File: src/wllp_pkg.sv
// Shared types, codes and helpers for the weighted least-load picker.
// Used by every module of the block; depends on nothing.
`default_nettype none

package wllp_pkg;

   // Default sizes handed to the top level's parameters
   localparam int NUM_BACKENDS_DEF = 8;
   localparam int COUNT_WIDTH_DEF  = 16;

   // Fixed field widths
   localparam int IDX_W      = 3;
   localparam int WEIGHT_W   = 8;
   localparam int HANDLED_W  = 32;
   localparam int REPORT_W   = 16;
   localparam int CFG_CNT_W  = 4;
   localparam int CSR_ADDR_W = 4;
   localparam int CSR_DATA_W = 64;
   localparam int WEIGHTS_W  = 64;

   // Action codes
   localparam logic [1:0] ACT_PICK    = 2'd0;
   localparam logic [1:0] ACT_REPORT  = 2'd1;
   localparam logic [1:0] ACT_RELEASE = 2'd2;
   localparam logic [1:0] ACT_QUERY   = 2'd3;

   // Status codes
   localparam logic [1:0] STAT_OK    = 2'd0;
   localparam logic [1:0] STAT_NONE  = 2'd1;
   localparam logic [1:0] STAT_RANGE = 2'd2;
   localparam logic [1:0] STAT_UNDER = 2'd3;

   // Register indexes (paddr bit 3 selects the 64-bit register)
   localparam logic CSR_IDX_COUNT   = 1'b0;
   localparam logic CSR_IDX_WEIGHTS = 1'b1;

   typedef struct packed {
      logic [1:0]       action;
      logic [IDX_W-1:0] backend_index;
      logic             pool_ok;
   } wllp_req_type;

   typedef struct packed {
      logic [1:0]           status;
      logic [IDX_W-1:0]     chosen_index;
      logic [REPORT_W-1:0]  in_flight_now;
      logic [HANDLED_W-1:0] handled_now;
   } wllp_rsp_type;

   // Counter bank write control
   typedef struct packed {
      logic             en;
      logic [IDX_W-1:0] addr;
   } wllp_wr_type;

   // Weight of one backend; zero counts as one
   function automatic logic [WEIGHT_W-1:0] weight_of(input logic [WEIGHTS_W-1:0] weights,
                                                     input logic [IDX_W-1:0]     idx);
      logic [WEIGHT_W-1:0] w;
      w = weights[WEIGHT_W*idx +: WEIGHT_W];
      return (w == '0) ? WEIGHT_W'(1) : w;
   endfunction

endpackage

`default_nettype wire

File: src/wllp_ratio_cmp.sv
// Shared cross-multiply compare unit: load/w < best_load/best_w.
// Depends on wllp_pkg.
`default_nettype none

module wllp_ratio_cmp #(
   parameter int COUNT_WIDTH = wllp_pkg::COUNT_WIDTH_DEF
) (
   input  wire logic [COUNT_WIDTH-1:0]        load,
   input  wire logic [wllp_pkg::WEIGHT_W-1:0] weight,
   input  wire logic [COUNT_WIDTH-1:0]        best_load,
   input  wire logic [wllp_pkg::WEIGHT_W-1:0] lead_weight,
   output logic                               less
);

   localparam int PW = COUNT_WIDTH + wllp_pkg::WEIGHT_W;

   logic [PW-1:0] lhs;
   logic [PW-1:0] rhs;

   assign lhs  = PW'(load) * PW'(lead_weight);
   assign rhs  = PW'(best_load) * PW'(weight);
   assign less = lhs < rhs;

endmodule

`default_nettype wire

File: src/wllp_counter_bank.sv
// Per-backend in-flight and handled counters, one read and one write port.
// Depends on wllp_pkg.
`default_nettype none

module wllp_counter_bank #(
   parameter int NUM_BACKENDS = wllp_pkg::NUM_BACKENDS_DEF,
   parameter int COUNT_WIDTH  = wllp_pkg::COUNT_WIDTH_DEF
) (
   input  wire logic                               clock,
   input  wire logic                               reset,
   input  wire logic [wllp_pkg::IDX_W-1:0]         rd_addr,
   output logic [COUNT_WIDTH-1:0]                  rd_inflight,
   output logic [wllp_pkg::HANDLED_W-1:0]          rd_handled,
   input  wire wllp_pkg::wllp_wr_type              wr,
   input  wire logic [COUNT_WIDTH-1:0]             wr_inflight,
   input  wire logic [wllp_pkg::HANDLED_W-1:0]     wr_handled
);

   localparam int AW = (NUM_BACKENDS > 1) ? $clog2(NUM_BACKENDS) : 1;

   logic [COUNT_WIDTH-1:0]         inflight_ff [NUM_BACKENDS];
   logic [wllp_pkg::HANDLED_W-1:0] handled_ff  [NUM_BACKENDS];

   logic rd_ok;
   logic wr_ok;

   assign rd_ok = {1'b0, rd_addr} < (wllp_pkg::IDX_W + 1)'(NUM_BACKENDS);
   assign wr_ok = {1'b0, wr.addr} < (wllp_pkg::IDX_W + 1)'(NUM_BACKENDS);

   assign rd_inflight = rd_ok ? inflight_ff[rd_addr[AW-1:0]] : '0;
   assign rd_handled  = rd_ok ? handled_ff[rd_addr[AW-1:0]]  : '0;

   always_ff @(posedge clock) begin
      if (reset) begin
         for (int i = 0; i < NUM_BACKENDS; i++) begin
            inflight_ff[i] <= '0;
            handled_ff[i]  <= '0;
         end
      end else if (wr.en && wr_ok) begin
         inflight_ff[wr.addr[AW-1:0]] <= wr_inflight;
         handled_ff[wr.addr[AW-1:0]]  <= wr_handled;
      end
   end

endmodule

`default_nettype wire

File: src/weighted_least_load_picker_core.sv
// Top level of the weighted least-load picker: sequencer, config registers,
// result register. Depends on wllp_pkg, wllp_ratio_cmp, wllp_counter_bank.
//
//   channel | ports                        | direction | moves
//   --------+------------------------------+-----------+---------------------------
//   req     | req_valid/req_stall/req_data | in        | one item: action, index, ok
//   rsp     | rsp_valid/rsp_stall/rsp_data | out       | one result item per item
//   csr     | psel/penable/pwrite/paddr/.. | in/out    | backend_count, weights
//
// Steps: a pick goes through accept, one compare per active backend through the
//   single cross-multiply unit, and update; a pick with no backends and every other
//   action goes from accept straight to update. A new item is taken only once the last has left update.
// Reset: synchronous, active high; clears the counters, the registers, the
//   sequencer and the result valid flag.
// Stalls: the finished result sits in an output register, so a new item is
//   taken while it waits; the update step holds until that register is free.
`default_nettype none

module weighted_least_load_picker_core #(
   parameter int NUM_BACKENDS = wllp_pkg::NUM_BACKENDS_DEF,
   parameter int COUNT_WIDTH  = wllp_pkg::COUNT_WIDTH_DEF
) (
   input  wire logic                               clock,
   input  wire logic                               reset,
   // item input
   input  wire logic                               req_valid,
   output logic                                    req_stall,
   input  wire wllp_pkg::wllp_req_type             req_data,
   // result output
   output logic                                    rsp_valid,
   input  wire logic                               rsp_stall,
   output wllp_pkg::wllp_rsp_type                  rsp_data,
   // register port
   input  wire logic                               psel,
   input  wire logic                               penable,
   input  wire logic                               pwrite,
   input  wire logic [wllp_pkg::CSR_ADDR_W-1:0]    paddr,
   input  wire logic [wllp_pkg::CSR_DATA_W-1:0]    pwdata,
   output logic [wllp_pkg::CSR_DATA_W-1:0]         prdata,
   output logic                                    pready
);

   localparam int IW  = wllp_pkg::IDX_W;
   localparam int NW  = IW + 1;
   localparam int WW  = wllp_pkg::WEIGHT_W;
   localparam int HW  = wllp_pkg::HANDLED_W;

   typedef enum logic [2:0] {
      S_IDLE = 3'b001,
      S_SCAN = 3'b010,
      S_EXEC = 3'b100
   } state_type;

   state_type state_ff, state_in;

   // latched item
   logic [1:0]             act_ff, act_in;
   logic                   ok_ff, ok_in;
   logic [IW-1:0]          tgt_ff, tgt_in;     // named backend, or best so far on a pick

   // scan of the pick
   logic [IW-1:0]          scan_ff, scan_in;
   logic                   have_best_ff, have_best_in;
   logic [COUNT_WIDTH-1:0] best_load_ff, best_load_in;
   logic [WW-1:0]          best_w_ff, best_w_in;

   // configuration
   logic [wllp_pkg::CFG_CNT_W-1:0] cfg_count_ff, cfg_count_in;
   logic [wllp_pkg::WEIGHTS_W-1:0] cfg_weights_ff, cfg_weights_in;

   // result register
   logic                   rsp_valid_ff, rsp_valid_in;
   wllp_pkg::wllp_rsp_type rsp_data_ff, rsp_data_in;

   // datapath
   logic [NW-1:0]          active;
   logic [IW-1:0]          rd_addr;
   logic [COUNT_WIDTH-1:0] cur_if;
   logic [HW-1:0]          cur_hd;
   logic [WW-1:0]          scan_w;
   logic                   less;
   logic                   take;
   logic                   scan_last;
   logic                   req_fire;
   logic                   out_free;
   logic                   exec_fire;
   logic                   in_range;
   logic                   csr_wr;

   logic [COUNT_WIDTH-1:0] new_if;
   logic [HW-1:0]          new_hd;
   logic [1:0]             stat;
   logic                   do_write;
   logic [31:0]            if_wide;
   wllp_pkg::wllp_wr_type  wr;

   // ---------------- register port ----------------
   assign pready = 1'b1;
   assign csr_wr = psel && penable && pwrite && pready;

   always_comb begin
      cfg_count_in   = cfg_count_ff;
      cfg_weights_in = cfg_weights_ff;
      if (csr_wr) begin
         unique case (paddr[3])
            wllp_pkg::CSR_IDX_COUNT:   cfg_count_in   = pwdata[wllp_pkg::CFG_CNT_W-1:0];
            wllp_pkg::CSR_IDX_WEIGHTS: cfg_weights_in = pwdata;
            default:                   cfg_count_in   = cfg_count_ff;
         endcase
      end
   end

   always_comb begin
      unique case (paddr[3])
         wllp_pkg::CSR_IDX_COUNT:   prdata = wllp_pkg::CSR_DATA_W'(cfg_count_ff);
         wllp_pkg::CSR_IDX_WEIGHTS: prdata = cfg_weights_ff;
         default:                   prdata = '0;
      endcase
   end

   // a count above the backend limit acts as the limit
   assign active = ({1'b0, cfg_count_ff} > (wllp_pkg::CFG_CNT_W + 1)'(NUM_BACKENDS))
                   ? NW'(NUM_BACKENDS) : NW'(cfg_count_ff);

   // ---------------- counters and compare unit ----------------
   assign rd_addr = (state_ff == S_SCAN) ? scan_ff : tgt_ff;

   wllp_counter_bank #(
      .NUM_BACKENDS (NUM_BACKENDS),
      .COUNT_WIDTH  (COUNT_WIDTH)
   ) u_bank (
      .clock       (clock),
      .reset       (reset),
      .rd_addr     (rd_addr),
      .rd_inflight (cur_if),
      .rd_handled  (cur_hd),
      .wr          (wr),
      .wr_inflight (new_if),
      .wr_handled  (new_hd)
   );

   assign scan_w = wllp_pkg::weight_of(cfg_weights_ff, scan_ff);

   wllp_ratio_cmp #(
      .COUNT_WIDTH (COUNT_WIDTH)
   ) u_cmp (
      .load        (cur_if),
      .weight      (scan_w),
      .best_load   (best_load_ff),
      .lead_weight (best_w_ff),
      .less        (less)
   );

   // first backend always seeds the best; later ones need a strictly smaller ratio
   assign take      = !have_best_ff || less;
   assign scan_last = ({1'b0, scan_ff} == (active - NW'(1)));

   // ---------------- handshakes ----------------
   assign req_stall = (state_ff != S_IDLE);
   assign req_fire  = req_valid && (state_ff == S_IDLE);
   assign out_free  = !rsp_valid_ff || !rsp_stall;
   assign exec_fire = (state_ff == S_EXEC) && out_free;
   assign in_range  = {1'b0, tgt_ff} < active;

   // ---------------- update step ----------------
   always_comb begin
      new_if   = cur_if;
      new_hd   = cur_hd;
      stat     = wllp_pkg::STAT_OK;
      do_write = 1'b0;
      priority if (act_ff == wllp_pkg::ACT_PICK && active == '0) begin
         stat = wllp_pkg::STAT_NONE;
      end else if (act_ff != wllp_pkg::ACT_PICK && !in_range) begin
         stat = wllp_pkg::STAT_RANGE;
      end else begin
         do_write = 1'b1;
         unique case (act_ff)
            wllp_pkg::ACT_PICK: begin
               if (cur_if != '1) new_if = cur_if + COUNT_WIDTH'(1);
            end
            wllp_pkg::ACT_REPORT: begin
               if (ok_ff) begin
                  if (cur_hd != '1) new_hd = cur_hd + HW'(1);
               end else if (cur_if == '0) begin
                  stat = wllp_pkg::STAT_UNDER;
               end else begin
                  new_if = cur_if - COUNT_WIDTH'(1);
               end
            end
            wllp_pkg::ACT_RELEASE: begin
               if (cur_if == '0) stat = wllp_pkg::STAT_UNDER;
               else new_if = cur_if - COUNT_WIDTH'(1);
            end
            wllp_pkg::ACT_QUERY: begin
               do_write = 1'b0;
            end
            default: do_write = 1'b0;
         endcase
      end
   end

   assign wr.en   = exec_fire && do_write;
   assign wr.addr = tgt_ff;
   assign if_wide = 32'(new_if);

   // ---------------- sequencer ----------------
   always_comb begin
      state_in     = state_ff;
      act_in       = act_ff;
      ok_in        = ok_ff;
      tgt_in       = tgt_ff;
      scan_in      = scan_ff;
      have_best_in = have_best_ff;
      best_load_in = best_load_ff;
      best_w_in    = best_w_ff;
      unique case (state_ff)
         S_IDLE: begin
            if (req_fire) begin
               act_in       = req_data.action;
               ok_in        = req_data.pool_ok;
               tgt_in       = req_data.backend_index;
               scan_in      = '0;
               have_best_in = 1'b0;
               if (req_data.action == wllp_pkg::ACT_PICK && active != '0) state_in = S_SCAN;
               else state_in = S_EXEC;
            end
         end
         S_SCAN: begin
            if (take) begin
               tgt_in       = scan_ff;
               best_load_in = cur_if;
               best_w_in    = scan_w;
               have_best_in = 1'b1;
            end
            scan_in = scan_ff + IW'(1);
            if (scan_last) state_in = S_EXEC;
         end
         S_EXEC: begin
            if (out_free) state_in = S_IDLE;
         end
         default: state_in = S_IDLE;
      endcase
   end

   // ---------------- result register ----------------
   always_comb begin
      rsp_valid_in = rsp_valid_ff;
      rsp_data_in  = rsp_data_ff;
      if (exec_fire) begin
         rsp_valid_in = 1'b1;
         rsp_data_in.status = stat;
         unique case (stat)
            wllp_pkg::STAT_NONE: begin
               rsp_data_in.chosen_index  = '0;
               rsp_data_in.in_flight_now = '0;
               rsp_data_in.handled_now   = '0;
            end
            wllp_pkg::STAT_RANGE: begin
               rsp_data_in.chosen_index  = tgt_ff;
               rsp_data_in.in_flight_now = '0;
               rsp_data_in.handled_now   = '0;
            end
            default: begin
               rsp_data_in.chosen_index  = tgt_ff;
               rsp_data_in.in_flight_now = if_wide[wllp_pkg::REPORT_W-1:0];
               rsp_data_in.handled_now   = new_hd;
            end
         endcase
      end else if (!rsp_stall) begin
         rsp_valid_in = 1'b0;
      end
   end

   assign rsp_valid = rsp_valid_ff;
   assign rsp_data  = rsp_data_ff;

   // ---------------- registers ----------------
   always_ff @(posedge clock) begin
      if (reset) begin
         state_ff       <= S_IDLE;
         have_best_ff   <= 1'b0;
         rsp_valid_ff   <= 1'b0;
         cfg_count_ff   <= '0;
         cfg_weights_ff <= '0;
      end else begin
         state_ff       <= state_in;
         have_best_ff   <= have_best_in;
         rsp_valid_ff   <= rsp_valid_in;
         cfg_count_ff   <= cfg_count_in;
         cfg_weights_ff <= cfg_weights_in;
      end
   end

   always_ff @(posedge clock) begin
      act_ff       <= act_in;
      ok_ff        <= ok_in;
      tgt_ff       <= tgt_in;
      scan_ff      <= scan_in;
      best_load_ff <= best_load_in;
      best_w_ff    <= best_w_in;
      rsp_data_ff  <= rsp_data_in;
   end

endmodule

`default_nettype wire

File: config.mk
export PLATFORM = sky130hd
export DESIGN_NAME = weighted_least_load_picker_core
export DESIGN_NICKNAME = d
export VERILOG_FILES = /design/src/wllp_pkg.sv /design/src/wllp_ratio_cmp.sv /design/src/wllp_counter_bank.sv /design/src/weighted_least_load_picker_core.sv
export SDC_FILE = /design/constraint.sdc
export NUM_CORES = 2
export LEC_CHECK = 0
export BUFFER_PORTS_ARGS = -buffer_cell sky130_fd_sc_hd__buf_2
export CAP_MARGIN = 20
export CORE_ASPECT_RATIO = 0.75
export CORE_MARGIN = 10
export CORE_UTILIZATION = 30
export DETAILED_ROUTE_END_ITERATION = 8
export MAX_ROUTING_LAYER = met4
export PLACE_DENSITY = 0.5
export SYNTH_ARGS = -nofsm -noshare
export SYNTH_HDL_FRONTEND = slang
export SYNTH_SLANG_ARGS = --single-unit
File: constraint.sdc
create_clock -name clock -period 21.9 [get_ports clock]
set_input_delay 4.38 -clock clock [delete_from_list [all_inputs] [get_ports clock]]
set_output_delay 4.38 -clock clock [all_outputs]
set_load 0.02 [all_outputs]
==> Word level (Yosys, flattened, before mapping) <==
Memory sizes are Yosys's and may differ from the RTL's.
Index checks and enable logic that the tools add are counted.
{ "word_totals": {"inputBits": 81, "wordCells": 127, "ff_bits": 159, "output_inout_bits": 120, "n_memories": 2, "ram_bits": 384} }
{ "mem_list": {"columns": ["memory", "depth", "word_bits", "rd", "rd_clocked_by_memory_dff", "write_ports", "line_no", "text"], "rows": [
  ["u_bank.handled_ff", 8, 32, 1, 0, 8, "wllp_counter_bank.sv:22", "logic [wllp_pkg::HANDLED_W-1:0] handled_ff [NUM_BACKENDS];"],
  ["u_bank.inflight_ff", 8, 16, 1, 0, 8, "wllp_counter_bank.sv:21", "logic [COUNT_WIDTH-1:0] inflight_ff [NUM_BACKENDS];"]
]} }
{ "op_classes": {"bitwise_logic": 1, "n_addsub": 5, "eq_ne": 17, "n_mux": 50, "n_shift": 1, "n_reduce_logical": 31, "multipliers": 2, "magnitude_cmp": 3} }
{ "ops": {"columns": ["operator", "count"], "rows": [
  ["32-bit two-way mux", 6],
  ["64-bit case mux with 2 select lines", 1],
  ["51-bit case mux with 2 select lines", 1],
  ["16-bit two-way mux", 6],
  ["64-bit by 7-bit indexed part select with 8-bit output", 1],
  ["16-bit by 8-bit multiplier with 24-bit output", 2],
  ["16-bit case mux with 3 select lines", 1],
  ["32-bit by 1-bit adder with 32-bit output (second input constant)", 1],
  ["32-bit inequality test (second input constant)", 1],
  ["32-bit OR reduction", 1],
  ["3-bit two-way mux", 10],
  ["24-bit less-than comparator", 1],
  ["16-bit by 1-bit adder with 16-bit output (second input constant)", 1],
  ["16-bit zero test", 1],
  ["16-bit inequality test (second input constant)", 1],
  ["16-bit OR reduction", 1],
  ["16-bit by 1-bit subtractor with 16-bit output (second input constant)", 1],
  ["1-bit two-way mux", 14],
  ["3-bit case mux with 2 select lines", 2],
  ["2-bit AND reduction", 5],
  ["3-bit case mux with 3 select lines", 1],
  ["1-bit logical AND", 8],
  ["8-bit zero test", 1],
  ["2-bit two-way mux", 4],
  ["other kinds (25)", 38]
]} }

==> Longest topological paths before layout <==
{ "logic_depth": {"word_depth": 13, "depth_mapped": 40, "mapped_depth_nobuf": 35} }

==> Hierarchy <==
From an unflattened synthesis, not the netlist that was laid out.
{ "unflattened": {"cells_unflattened": 3080, "area_unflattened_um2": 34981.0} }
{ "modules_own_cells": {"columns": ["module", "n_inst", "seq_area_each_um2", "area_each_um2", "cells_each"], "rows": [
  ["wllp_counter_bank", 1, 11531.1, 17230.3, 1087],
  ["weighted_least_load_picker_core", 1, 4043.9, 9034.9, 990],
  ["wllp_ratio_cmp", 1, 0.0, 8715.9, 1003]
]} }

==> Least setup slack after synthesis <==
Ideal clock, no wire load.
{ "synth_timing": {"path_kind": "input to output", "start": "input paddr[3] (netlist name)", "end": "output prdata[10] (netlist name)", "cell_stages": 3, "n_path_buf": 2, "arrival_ps": 5129, "required_time_ps": 17520, "setup_slack_ps": 12391, "path_cell_list": "clkbuf_1 -> clkbuf_1 -> and2_1"} }
{ "synth_between": {"elab_chain_len": 2} }
{ "synth_rtl": {"columns": ["item", "line_no", "text"], "rows": [
  ["start, declared", "weighted_least_load_picker_core.sv:37", "input wire logic [wllp_pkg::CSR_ADDR_W-1:0] paddr,"],
  ["1-bit inverter", null, null],
  ["64-bit case mux with 2 select lines (*)", "weighted_least_load_picker_core.sv:114", "unique case (paddr[3])"],
  ["end, declared", "weighted_least_load_picker_core.sv:39", "output logic [wllp_pkg::CSR_DATA_W-1:0] prdata,"]
]} }
Mark *: on every way between the ends. The rest lies on a longest branch, timed or not.

==> Worst setup path after layout <==
{ "layout_timing": {"start": "register state_ff[0]", "end": "register tgt_ff[1] (enable)"} }
{ "layout_between": {"elab_chain_len": 8, "word_cells_on_any_way": 12, "cone_classes": "1 x mul; 1 x order compare; 4 x eq/ne; 1 x mux; 4 x reduce/logical; 1 x memory"} }
{ "layout_rtl": {"columns": ["item", "line_no", "text"], "rows": [
  ["start, declared", "weighted_least_load_picker_core.sv:54", "state_type state_ff, state_in;"],
  ["start signal, assigned", "weighted_least_load_picker_core.sv:286", "state_ff <= state_in;"],
  ["3-bit by 2-bit equality test with 1-bit output", "weighted_least_load_picker_core.sv:126", "assign rd_addr = (state_ff == S_SCAN) ? scan_ff : tgt_ff;"],
  ["3-bit two-way mux", "weighted_least_load_picker_core.sv:126", null],
  ["memory 8 x 16 bit", null, null],
  ["named net cur_if[3]", "weighted_least_load_picker_core.sv:78", "logic [COUNT_WIDTH-1:0] cur_if;"],
  ["16-bit by 8-bit multiplier with 24-bit output", "wllp_ratio_cmp.sv:20", "assign lhs = PW'(load) * PW'(lead_weight);"],
  ["24-bit less-than comparator", "wllp_ratio_cmp.sv:22", "assign less = lhs < rhs;"],
  ["1-bit logical OR", "weighted_least_load_picker_core.sv:155", "assign take = !have_best_ff || less;"],
  ["2-bit inequality test (no line)", null, null],
  ["3-bit AND reduction (no line)", null, null],
  ["end signal, assigned", "weighted_least_load_picker_core.sv:297", "tgt_ff <= tgt_in;"],
  ["end, declared", "weighted_least_load_picker_core.sv:59", "logic [IW-1:0] tgt_ff, tgt_in;"]
]} }
The timed path passes the listed nets, and every way through them passes these cells.
A chain may end at the register's enable or synchronous reset.

==> results.json <==
{
  "crit_path_end_kind": "flop",
  "design_power_total_mw": 2.82,
  "initial_core_util_pct": 30.3,
  "track_usage_pct": 17.8,
  "vias": 26900,
  "fin_worst_skew_ns": 0.0611,
  "start_kind": "flop",
  "place_congestion": 0.839,
  "drc": 0,
  "p_leak_nw": 16.1,
  "startpoint": "state_ff[0]",
  "clkLatencyLatePin_ns": 0.69,
  "ys.flop_type": "edfxtp_1",
  "syn_nets": 3891,
  "ioPinCount": 201,
  "cp_data_required_time_ns": 22.20,
  "h-tree-depth": 2,
  "post-cts-setup-buffer-count": 0,
  "die_x_um": 419,
  "ys_types": 106,
  "ys_warn_count": 0,
  "drive_above_1_share_pct": 13.8,
  "viasPerCell": 5.15,
  "syn2layout_area_growth_pct": 12.8,
  "fin_crit_ns": 11.02,
  "dp_slack_ns": 10.95,
  "antenna_left": 0,
  "grt_pass1_wl_um": 179000,
  "fin_setup_tns_ns": 0,
  "power_density_nw_per_um2": 69.9,
  "reg2regPathDepth": 33,
  "numPortBuffers": 196,
  "avgSynthCellArea_um2": 10.2,
  "antenna_found_initial": 2,
  "core_area_um2": 118000,
  "ctsLongestPathBuffers": 3,
  "antenna_cells": 0,
  "wirelength_um": 119000,
  "cts-buffers-inserted": 61,
  "root_buffer": "clkbuf_16",
  "grt_setup_unrepaired": "false",
  "fin_ws_ns": 10.88,
  "reg2reg_from": "state_ff[0]",
  "grt_pass1_vias": 26300,
  "tightest_slew_ns": 1.09,
  "grt_overflow_total": 0,
  "cts_tree": "done",
  "clkTransAtPathRegs_ns": 0.06,
  "die_h_um": 319,
  "drv_slew": 0,
  "ys_seq_area_share_pct": 43.5,
  "outcome": "complete, no violations",
  "hpwl_um": 74100,
  "synthArstFlopShare_pct": 0,
  "rows": 109,
  "synth.ff_latch_count": 543,
  "dr.first_iter.drc_count": 2518,
  "fill_cells": 12100,
  "detail_route.wl_per_cell_um": 22.7,
  "reg2reg_slack_ns": 10.88,
  "ir_drop_mv": 0.0668,
  "timing.final.crit_share_pct": 50.3,
  "crit_type": "flop to flop",
  "cp_data_arrival_time_ns": 11.32,
  "hold_violations": 0,
  "dieArea_um2": 134000,
  "worst_path_max_delay_cell": "buf_4",
  "maxCapViolCount": 0,
  "nets": 3995,
  "synthesis.area_um2": 35800,
  "setup_violations": 0,
  "ctsHoldBuffers": 0,
  "crit_end": "tgt_ff[1]",
  "fmax_ghz": 0.0907,
  "clock_sinks": 543,
  "cts_resized": 0,
  "first_pass_iters": 5,
  "grt_max_degree": 73,
  "synth_enable_flop_cells": 470,
  "crit_path_max_incr_delay_ns": 0.71,
  "slew_headroom_pct": 26.9,
  "cp_max_fo": 57,
  "netlist_instances": 3519,
  "r2r-end": "tgt_ff[1]",
  "hold_class": "flop to flop"
}
-- critical path: cells and delay by family (launching register included) --
| family | cells | cell delay (ns) |
|---|---|---|
| simple gates | 7 | 1.96 |
| flops | 1 | 0.41 |
| fa+ha+maj | 6 | 2.67 |
| xor+xnor | 1 | 0.15 |
| compound gates | 11 | 3.06 |
| buf+inv | 8 | 2.23 |
-- cells in the final DEF (no fill, tap or decap), drive strengths merged, types with 25 or more instances in the layout --
cell / n
nand3: 33
nor4: 37
xnor2: 38
ha: 123
nand2: 361
fa: 168
clkinv: 31
a21oi: 139
edfxtp: 470
nor3: 38
inv: 339
mux2i: 59
buf: 260
a221oi: 29
nor2b: 118
nor2: 486
a21o: 25
a211oi: 209
clkbuf: 72
dfxtp: 73
xor2: 33
and2: 168
o21ai: 40
-- power by group --
| group | internal, mW | total [mW] | switching [mW] |
|---|---|---|---|
| sequential | 1.16 | 1.17 | 0.0134 |
| clock | 0.573 | 1.04 | 0.466 |
| combinational | 0.204 | 0.611 | 0.407 |
| total | 1.93 | 2.82 | 0.886 |
-- kinds of logic after synthesis --
family | synth area share (%)
and+or+nand+nor | 18.8
adders and majority gates | 13.7
other | 0.0105
buffers and inverters | 6.32
xor gates and xnor gates | 2.14
DFF | 43.5
AOI/OAI and AO/OA | 12.0
muxes | 3.49
-- flip-flops by register name (all words and copies together) (netlist names) --
name	count
cfg_count_ff	4
ok_ff	1
u_bank.inflight_ff	128
state_ff	3
rsp_data	53
best_load_ff	16
scan_ff	3
u_bank.handled_ff	256
act_ff	2
rsp_valid	1
best_w_ff	8
have_best_ff	1
cfg_weights_ff	64
tgt_ff	3
-- layer usage --
metal	GRT usage (%)	wire length, µm	up-vias
met5	-	0	-
met4	2.73	1620	0
met3	2.39	6440	122
met2	27.9	54900	744
met1	25.0	55700	13600
li1	-	-	12400
-- per-stage QoR --
stage / instances / area (µm²) / hold slack, ns / utilization (%)
2_1_floorplan: 3519 / 35800 / 0.442 / -
3_3_place_gp: 5114 / 38400 / 0.453 / 32.5
3_5_place_dp: 5114 / 38400 / 0.456 / 32.5
4_1_cts: 5224 / 40300 / 0.465 / 34.2
5_1_grt: 5224 / 40300 / 0.489 / 34.2
6_report: 5224 / 40300 / 0.463 / 34.2
-- layout make-up --
cell class | instances | area, µm² | area share (%)
clock inverter | 38 | 397 | 0.983
clock buffer | 72 | 1570 | 3.89
multi-input combinational | 2419 | 18100 | 44.9
tap | 1554 | 1940 | 4.82
inverter | 338 | 1270 | 3.15
sequential | 543 | 15600 | 38.6
timing repair buffer | 260 | 1460 | 3.62
-- cell usage after synthesis (23+ instances only) --
library cell  instances  area share (%)
a211oi_1            206             4.3
a21o_1               25            0.52
a21oi_1             135             1.9
a221oi_1             29            0.71
and2_1              165             2.9
and3_1               23            0.40
buf_2                38            0.53
clkbuf_1            148             1.6
dfxtp_1              73             4.1
edfxtp_1            470              39
fa_1                168             9.4
ha_1                123             4.3
inv_1               336             3.5
mux2i_1              58             1.6
nand2_1             360             3.8
nand3_1              33            0.46
nor2_1              486             5.1
nor2b_1             118             2.1
nor3_1               36            0.50
o21ai_0              36            0.50
xnor2_1              33            0.81
-- worst min path at each step --
stage                            start  depth (start not counted)            endpoint  slack, ns
finish              cfg_weights_ff[55]                          2  cfg_weights_ff[55]       0.46
global route        cfg_weights_ff[43]                          2  cfg_weights_ff[43]       0.49
CTS                 cfg_weights_ff[55]                          2  cfg_weights_ff[55]       0.46
detailed placement  cfg_weights_ff[55]                          2  cfg_weights_ff[55]       0.46
global placement    cfg_weights_ff[59]                          2  cfg_weights_ff[59]       0.45
floorplan           cfg_weights_ff[16]                          2  cfg_weights_ff[16]       0.44
(Power assumes the default switching activity.)
